[src/hw/rtl/sha_pkg.sv]
// Shared types, constants and round functions for the SHA-256 engine.
// No dependencies.
package sha_pkg;

    localparam int DigestWords = 8;

    localparam logic [7:0] PadByte = 8'h80;

    // Datapath commands from the controller
    typedef struct packed {
        logic store_byte;    // write s_ byte at fill position
        logic count_byte;    // advance byte count
        logic store_pad;     // write a padding byte at pad_pos
        logic pad_mark;      // padding byte is the 0x80 end mark
        logic pad_len;       // padding byte is a bit length byte
        logic load_block;    // chain into working vars, restart round count
        logic do_round;      // one compression round
        logic fold;          // add working vars into chain
        logic reinit;        // restore initial hash, clear count
        logic [5:0] pad_pos; // position for pad write
    } sha_cmd_t;

    typedef struct packed {
        logic [5:0] fill_pos; // byte_count mod 64
        logic [5:0] round;    // current round index
    } sha_stat_t;

    function automatic logic [31:0] init_hash(input logic [2:0] i);
        logic [31:0] v;
        case (i)
            3'd0:    v = 32'h6a09e667;
            3'd1:    v = 32'hbb67ae85;
            3'd2:    v = 32'h3c6ef372;
            3'd3:    v = 32'ha54ff53a;
            3'd4:    v = 32'h510e527f;
            3'd5:    v = 32'h9b05688c;
            3'd6:    v = 32'h1f83d9ab;
            default: v = 32'h5be0cd19;
        endcase
        return v;
    endfunction

    localparam logic [31:0] RoundK [64] = '{
        32'h428a2f98, 32'h71374491, 32'hb5c0fbcf, 32'he9b5dba5,
        32'h3956c25b, 32'h59f111f1, 32'h923f82a4, 32'hab1c5ed5,
        32'hd807aa98, 32'h12835b01, 32'h243185be, 32'h550c7dc3,
        32'h72be5d74, 32'h80deb1fe, 32'h9bdc06a7, 32'hc19bf174,
        32'he49b69c1, 32'hefbe4786, 32'h0fc19dc6, 32'h240ca1cc,
        32'h2de92c6f, 32'h4a7484aa, 32'h5cb0a9dc, 32'h76f988da,
        32'h983e5152, 32'ha831c66d, 32'hb00327c8, 32'hbf597fc7,
        32'hc6e00bf3, 32'hd5a79147, 32'h06ca6351, 32'h14292967,
        32'h27b70a85, 32'h2e1b2138, 32'h4d2c6dfc, 32'h53380d13,
        32'h650a7354, 32'h766a0abb, 32'h81c2c92e, 32'h92722c85,
        32'ha2bfe8a1, 32'ha81a664b, 32'hc24b8b70, 32'hc76c51a3,
        32'hd192e819, 32'hd6990624, 32'hf40e3585, 32'h106aa070,
        32'h19a4c116, 32'h1e376c08, 32'h2748774c, 32'h34b0bcb5,
        32'h391c0cb3, 32'h4ed8aa4a, 32'h5b9cca4f, 32'h682e6ff3,
        32'h748f82ee, 32'h78a5636f, 32'h84c87814, 32'h8cc70208,
        32'h90befffa, 32'ha4506ceb, 32'hbef9a3a1, 32'hc67178f2
    };

    function automatic logic [31:0] rotr(input logic [31:0] x, input int n);
        return (x >> n) | (x << (32 - n));
    endfunction

endpackage

[src/hw/rtl/sha_datapath.sv]
// SHA-256 datapath: byte counter, message schedule (which also gathers the
// block bytes), working variables and chaining hash. Depends on sha_pkg.
module sha_datapath import sha_pkg::*; (
    input  logic        aclk,
    input  logic        aresetn,
    input  sha_cmd_t    cmd,
    input  logic [7:0]  in_byte,
    input  logic [2:0]  rd_index,
    output sha_stat_t   stat,
    output logic [31:0] rd_word
);

    logic [60:0] count_reg;
    logic [31:0] w_reg [16];
    logic [31:0] v_reg [8];
    logic [31:0] h_reg [8];
    logic [5:0]  round_reg;

    logic [63:0] bit_len;
    logic [7:0]  pad_val;
    logic        wr_en;
    logic [5:0]  wr_pos;
    logic [7:0]  wr_val;
    logic [31:0] w_new, w_cur, t1, t2, s0, s1, e, a;

    assign stat.fill_pos = count_reg[5:0];
    assign stat.round    = round_reg;
    assign rd_word       = h_reg[rd_index];

    // Pad byte: 0x80 end mark, big-endian bit length byte, or zero
    assign bit_len = {count_reg, 3'b000};
    always_comb begin
        if (cmd.pad_mark) begin
            pad_val = PadByte;
        end else if (cmd.pad_len) begin
            pad_val = bit_len[{~cmd.pad_pos[2:0], 3'b000} +: 8];
        end else begin
            pad_val = 8'h00;
        end
    end

    // Byte write into the schedule words, first byte in the top lane
    assign wr_en  = cmd.store_byte || cmd.store_pad;
    assign wr_pos = cmd.store_byte ? count_reg[5:0] : cmd.pad_pos;
    assign wr_val = cmd.store_byte ? in_byte : pad_val;

    // Byte counter, modulo 2^61
    always_ff @(posedge aclk) begin
        if (!aresetn || cmd.reinit) begin
            count_reg <= '0;
        end else if (cmd.count_byte) begin
            count_reg <= count_reg + 61'd1;
        end
    end

    // Round arithmetic; schedule window shifts so w_reg[0] is W[t]
    always_comb begin
        s0    = rotr(w_reg[1], 7) ^ rotr(w_reg[1], 18) ^ (w_reg[1] >> 3);
        s1    = rotr(w_reg[14], 17) ^ rotr(w_reg[14], 19) ^ (w_reg[14] >> 10);
        w_new = s1 + w_reg[9] + s0 + w_reg[0];
        w_cur = w_reg[0];
        a     = v_reg[0];
        e     = v_reg[4];
        t1 = v_reg[7] + (rotr(e, 6) ^ rotr(e, 11) ^ rotr(e, 25)) +
             ((e & v_reg[5]) ^ (~e & v_reg[6])) + RoundK[round_reg] + w_cur;
        t2 = (rotr(a, 2) ^ rotr(a, 13) ^ rotr(a, 22)) +
             ((a & v_reg[1]) ^ (a & v_reg[2]) ^ (v_reg[1] & v_reg[2]));
    end

    // Schedule window: byte fill between compressions, shift during rounds
    always_ff @(posedge aclk) begin
        if (cmd.do_round) begin
            for (int i = 0; i < 15; i++) begin
                w_reg[i] <= w_reg[i+1];
            end
            w_reg[15] <= w_new;
        end else if (wr_en) begin
            w_reg[wr_pos[5:2]][{~wr_pos[1:0], 3'b000} +: 8] <= wr_val;
        end
    end

    // Working variables
    always_ff @(posedge aclk) begin
        if (cmd.load_block) begin
            for (int i = 0; i < 8; i++) begin
                v_reg[i] <= h_reg[i];
            end
        end else if (cmd.do_round) begin
            v_reg[7]  <= v_reg[6];
            v_reg[6]  <= v_reg[5];
            v_reg[5]  <= v_reg[4];
            v_reg[4]  <= v_reg[3] + t1;
            v_reg[3]  <= v_reg[2];
            v_reg[2]  <= v_reg[1];
            v_reg[1]  <= v_reg[0];
            v_reg[0]  <= t1 + t2;
        end
    end

    // Round counter
    always_ff @(posedge aclk) begin
        if (!aresetn || cmd.load_block) begin
            round_reg <= '0;
        end else if (cmd.do_round) begin
            round_reg <= round_reg + 6'd1;
        end
    end

    // Chaining hash
    always_ff @(posedge aclk) begin
        if (!aresetn || cmd.reinit) begin
            for (int i = 0; i < 8; i++) begin
                h_reg[i] <= init_hash(3'(i));
            end
        end else if (cmd.fold) begin
            for (int i = 0; i < 8; i++) begin
                h_reg[i] <= h_reg[i] + v_reg[i];
            end
        end
    end

endmodule

[src/hw/rtl/sha_ctrl.sv]
// SHA-256 controller: input handshake, padding sequence, compression
// sequencing and digest output. Depends on sha_pkg.
module sha_ctrl import sha_pkg::*; (
    input  logic        aclk,
    input  logic        aresetn,
    input  logic        s_tvalid,
    output logic        s_tready,
    input  logic [1:0]  s_tuser,
    input  sha_stat_t   stat,
    output sha_cmd_t    cmd,
    output logic        m_tvalid,
    input  logic        m_tready,
    output logic [2:0]  out_index
);

    typedef enum logic [6:0] {
        ST_IDLE  = 7'b0000001,
        ST_LOAD  = 7'b0000010,
        ST_ROUND = 7'b0000100,
        ST_FOLD  = 7'b0001000,
        ST_PAD   = 7'b0010000,
        ST_OUT   = 7'b0100000,
        ST_FILL  = 7'b1000000
    } state_t;

    state_t     state_reg, state_next;
    logic       final_reg, final_next;     // current compression is the last one
    logic       padding_reg, padding_next; // end mark still to be written
    logic       tail_reg, tail_next;       // a length-only block follows
    logic [5:0] pos_reg, pos_next;
    logic [2:0] idx_reg, idx_next;
    logic       acc;
    logic       len_blk;

    assign s_tready  = (state_reg == ST_IDLE);
    assign acc       = s_tvalid && s_tready;
    assign m_tvalid  = (state_reg == ST_OUT);
    assign out_index = idx_reg;
    // block being padded carries the bit length
    assign len_blk   = tail_reg || (stat.fill_pos < 6'd56);

    always_comb begin
        state_next   = state_reg;
        final_next   = final_reg;
        padding_next = padding_reg;
        tail_next    = tail_reg;
        pos_next     = pos_reg;
        idx_next     = idx_reg;
        cmd          = '0;
        cmd.pad_pos  = pos_reg;
        case (state_reg)
            ST_IDLE: begin
                if (acc) begin
                    cmd.store_byte = s_tuser[0];
                    cmd.count_byte = s_tuser[0];
                    if (s_tuser[0] && stat.fill_pos == 6'd63) begin
                        padding_next = s_tuser[1];
                        state_next   = ST_LOAD;
                    end else if (s_tuser[1]) begin
                        state_next = ST_FILL;
                    end
                end
            end
            ST_LOAD: begin
                cmd.load_block = 1'b1;
                state_next     = ST_ROUND;
            end
            ST_ROUND: begin
                cmd.do_round = 1'b1;
                if (stat.round == 6'd63) begin
                    state_next = ST_FOLD;
                end
            end
            ST_FOLD: begin
                cmd.fold = 1'b1;
                if (final_reg) begin
                    final_next = 1'b0;
                    idx_next   = '0;
                    state_next = ST_OUT;
                end else if (padding_reg) begin
                    state_next = ST_FILL;
                end else if (tail_reg) begin
                    pos_next   = '0;
                    state_next = ST_PAD;
                end else begin
                    state_next = ST_IDLE;
                end
            end
            ST_FILL: begin
                // write the 0x80 mark at the current fill position
                cmd.store_pad = 1'b1;
                cmd.pad_mark  = 1'b1;
                cmd.pad_pos   = stat.fill_pos;
                padding_next  = 1'b0;
                if (stat.fill_pos == 6'd63) begin
                    tail_next  = 1'b1;
                    state_next = ST_LOAD;
                end else begin
                    pos_next   = stat.fill_pos + 6'd1;
                    state_next = ST_PAD;
                end
            end
            ST_PAD: begin
                // zero fill up to the block end; length bytes only in the last block
                cmd.store_pad = 1'b1;
                cmd.pad_len   = len_blk && (pos_reg >= 6'd56);
                pos_next      = pos_reg + 6'd1;
                if (pos_reg == 6'd63) begin
                    state_next = ST_LOAD;
                    if (len_blk) begin
                        final_next = 1'b1;
                        tail_next  = 1'b0;
                    end else begin
                        tail_next  = 1'b1;
                    end
                end
            end
            ST_OUT: begin
                if (m_tready) begin
                    idx_next = idx_reg + 3'd1;
                    if (idx_reg == 3'(DigestWords - 1)) begin
                        cmd.reinit = 1'b1;
                        state_next = ST_IDLE;
                    end
                end
            end
            default: state_next = ST_IDLE;
        endcase
    end

    always_ff @(posedge aclk) begin
        if (!aresetn) begin
            state_reg   <= ST_IDLE;
            final_reg   <= 1'b0;
            padding_reg <= 1'b0;
            tail_reg    <= 1'b0;
            pos_reg     <= '0;
            idx_reg     <= '0;
        end else begin
            state_reg   <= state_next;
            final_reg   <= final_next;
            padding_reg <= padding_next;
            tail_reg    <= tail_next;
            pos_reg     <= pos_next;
            idx_reg     <= idx_next;
        end
    end

endmodule

[src/hw/rtl/sha256_hash_engine.sv]
// SHA-256 digest engine taking one message byte per item. A byte that closes a
// block is followed by a compression (load, 64 rounds at one per cycle, fold)
// before the next item is taken. The end mark writes the 0x80 mark and the zero
// and length fill one byte per cycle, plus one or two compressions, then eight
// digest items, first word first. Sustained throughput is set by the single
// round unit. Only one item is in work at a time.
module sha256_hash_engine import sha_pkg::*; (
    input  logic        aclk,
    input  logic        aresetn,
    input  logic        s_tvalid,
    output logic        s_tready,
    input  logic [7:0]  s_tdata,   // [7:0] msg_byte
    input  logic [1:0]  s_tuser,   // [0] byte_valid, [1] end_of_message
    output logic        m_tvalid,
    input  logic        m_tready,
    output logic [31:0] m_tdata,   // [31:0] digest_word
    output logic [2:0]  m_tuser,   // [2:0] word_index
    output logic        m_tlast    // last_word
);

    sha_cmd_t  cmd;
    sha_stat_t stat;
    logic [2:0] idx;

    sha_ctrl u_ctrl (
        .aclk, .aresetn, .s_tvalid, .s_tready, .s_tuser,
        .stat, .cmd, .m_tvalid, .m_tready, .out_index(idx)
    );

    sha_datapath u_dp (
        .aclk, .aresetn, .cmd, .in_byte(s_tdata), .rd_index(idx),
        .stat, .rd_word(m_tdata)
    );

    assign m_tuser = idx;
    assign m_tlast = (idx == 3'(DigestWords - 1));

endmodule

[config.mk]
export PLATFORM = sky130hd
export DESIGN_NAME = sha256_hash_engine
export DESIGN_NICKNAME = d
export VERILOG_FILES = /design/src/hw/rtl/sha_pkg.sv /design/src/hw/rtl/sha_datapath.sv /design/src/hw/rtl/sha_ctrl.sv /design/src/hw/rtl/sha256_hash_engine.sv
export SDC_FILE = /design/constraint.sdc
export NUM_CORES = 2
export LEC_CHECK = 0
export ABC_AREA = 1
export BUFFER_PORTS_ARGS = -buffer_cell sky130_fd_sc_hd__buf_2
export CAP_MARGIN = 20
export CORE_ASPECT_RATIO = 2
export CORE_UTILIZATION = 45
export DETAILED_ROUTE_END_ITERATION = 10
export MAX_ROUTING_LAYER = met4
export PLACE_DENSITY = 0.64
export SLEW_MARGIN = 20
export SYNTH_ARGS = -nofsm -noshare
export SYNTH_HDL_FRONTEND = slang
export SYNTH_SLANG_ARGS = --single-unit
export TNS_END_PERCENT = 1
[constraint.sdc]
create_clock -name aclk -period 23.9 [get_ports aclk]
set_clock_uncertainty 0.1 [all_clocks]
set_input_delay 2.39 -clock aclk [delete_from_list [all_inputs] [get_ports aclk]]
set_output_delay 2.39 -clock aclk [all_outputs]
set_load 0.02 [all_outputs]
==> metrics.yaml <==
status: "complete, but fails checks"
violations: "capacitance limit, slew limit"
gr-total-overflow: 0
syn_inst: 9983
clk_root_buffer_cell: "clkbuf_16"
clk_pin_slew_ns: 0.07
crit_fanout: 48
fin_crit_ns: 11.21
whs_ns: 0.396
die_area_sq_um: 180000
yosysWarnings: 0
num_vias: 77217
grt_pass1_wl_mm: 587
drt-total-wl_mm: 423
n_fill_cell: 17221
place_congestion: 1.15
crit_path_start_kind: "register"
finalNetCount: 10523
fp.dieW_um: 300
post-route-period-util_pct: 46.9
synthFlopType: "edfxtp_1"
drtIter0Drc: 8118
num_rows: 218
initial_core_util_pct: 45.4
endpoint_kind: "register"
postPlaceCellArea_sq_um: 82700
numPortBuffers: 51
layout-drive-gt1-share_pct: 5.31
largest_reg_flops: 512
fmaxAchievable_mhz: 89.2
clk_path_buf_depth: 3
critPathKind: "register to register"
yosysUniqueCellTypes: 60
hold_violations: 0
die_h_um: 599
gr-usage-all-layers_pct: 48.9
syn_to_final_growth_pct: 8.84
synth_area_per_cell_sq_um: 8.03
yosys.area.top_type: "edfxtp_1"
wl_per_cell_um: 34.2
antenna_found_initial: 48
cts-buffers-inserted: 110
setup_tns_ns: 0
met2WireLength_mm: 204
setup_violations: 0
first_global_vias: 75680
cts_tree: "yes"
hp-class: "register to register"
rsz0062_at_grt: "false"
final_util_pct: 49.4
cts_num_sinks: 1113
dp_hpwl_mm: 327
tightest_slew_ns: 1.62
multi_input_area_sq_um: 41700
critPathRequiredTime_ns: 24.46
wl_met1_mm: 117
post_cts_buffers: 0
fp.coreArea_sq_um: 176000
via_per_inst: 6.24
synth_edf_count: 1024
ant_nets: 0
ys_seq_elements: 1113
ys_seq_area_share_pct: 40.6
drc: 0
ios: 52
grt_max_degree: 160
synth_nets: 10591
slew_headroom_pct: -8.81
synth_area_sq_um: 80100
maxSlewViolCount: 3
worstPathArrival_ns: 11.77
met3_length_mm: 33.2
r2r_slack_ns: 12.69
drtPass1Iterations: 10
synthArstFlopShare_pct: 0
synth_top_area_share_pct: 38.4
regArea_sq_um: 32500
holdBufCountCts: 0
htreeDepth: 3
final_cell_area_sq_um: 87200
top_layer_used: "met4"
max-cap-violations: 1
cp_slowest_cell: "o21ai_0"
ctsResizeCount: 0
clock_latency_ns: 0.86
synthTopCellsByArea: "edfxtp_1 (38%), nand2_1 (11%), o21ai_0 (6.5%)"
slowest_delay_ns: 0.80
final cells by class:
class | instances | area share, %
repair buffers | 182 | 1.57
flip-flops and latches | 1113 | 37.3
inverters | 1224 | 5.28
well taps | 2310 | 3.31
multi-input cells | 7284 | 47.9
clock buffers | 123 | 3.22
clock inverters | 86 | 1.27
diodes | 57 | 0.164
layout by cell type (no fill, tap or decap), types with 19 or more instances in the layout:
cell	netlist	routed
a21o_1	81	81
edfxtp_1	1024	1024
nand4_1	93	93
a21boi_0	29	27
buf_4	1	111
nand3_1	398	398
inv_2	17	19
nand2_1	2351	2347
inv_1	1204	1199
xnor2_1	180	178
o21bai_1	61	61
or2_2	44	44
a211oi_1	19	19
a21oi_1	689	679
a31oi_1	90	89
o22ai_1	35	34
clkinvlp_4	0	19
diode_2	0	57
nor2_1	795	789
a221oi_1	27	27
o21ai_0	1042	1016
o21a_1	58	58
o211ai_1	21	21
xor2_1	223	223
o21ai_1	137	149
clkbuf_16	0	110
nor4_1	37	37
buf_2	57	51
o21ai_2	6	20
ha_1	399	399
dfxtp_1	89	86
nor2_2	21	25
nor3_1	136	136
fa_1	195	195
kinds of logic (layout without fill, tap and decap cells):
family	after synthesis	in the layout	share of synthesized area, %
buffers and inverters	1586	1615	7.54
other	0	57	0
XOR/XNOR	403	403	4.41
flip-flops	1113	1113	40.6
AO/OA/AOI/OAI	2358	2358	16.2
adder cells (fa/ha/maj)	601	601	11.2
AND/OR/NAND/NOR	3922	3922	20.1
path summary, 6_finish.rpt:
| path | from | endpoint | cells after the start |
|---|---|---|---|
| hold / removal | u_ctrl.pos_reg[1] | u_ctrl.pos_reg[1] | 2 |
| setup / recovery | u_dp.round_reg[3] | u_dp.v_reg[0][23] | 33 |
| hold reg to reg | u_ctrl.pos_reg[1] | u_ctrl.pos_reg[1] | 2 |
| setup reg to reg | u_dp.round_reg[3] | u_dp.v_reg[0][23] | 33 |
metrics by stage:
step,std cells,setup slack (ns)
floorplan,9983,14.30
global placement,12092,13.37
detailed placement,12094,13.61
CTS,12303,13.59
global route,12366,12.44
finish,12379,12.69
worst max-delay path, delay by kind of cell (launching register included):
kind | cells | cell delay [ns]
xor+xnor | 2 | 1.31
fa+ha+maj | 6 | 2.79
compound gates | 10 | 3.35
buf+inv | 7 | 1.76
simple gates | 8 | 1.38
flops | 1 | 0.31
routing by layer:
metal | track usage [%] | vias up
li1 | - | 33610
met2 | 80.0 | 4579
met4 | 60.5 | 0
met3 | 14.9 | 2537
met5 | - | -
met1 | 39.6 | 36491
Yosys cell counts, types with 4 or more instances:
master	count
o22ai_1	35
inv_1	1204
a221oi_1	27
clkbuf_1	282
o31ai_1	13
o211ai_1	21
and3_1	4
a211oi_1	19
a311oi_1	6
nand3b_1	14
a21oi_1	689
nor3_1	136
inv_2	17
a31o_2	7
nand4_1	93
fa_1	195
maj3_1	7
o21ai_2	6
xnor2_1	180
a21o_1	81
a21boi_0	29
nor4_1	37
nand3_1	398
o21a_1	58
o21ai_0	1042
nor2_1	795
edfxtp_1	1024
or2_2	44
dfxtp_1	89
ha_1	399
nand2_2	11
o21ai_1	137
buf_2	57
buf_1	20
nor2_2	21
nor2_4	8
o41ai_1	4
and2_1	4
o21bai_1	61
xor2_1	223
nand2_1	2351
a31oi_1	90
o221ai_1	13
o311ai_0	6
Power is left out: the tool's default activity adds up to more than one toggle a clock period on the data nets, which glitch-free logic cannot reach.
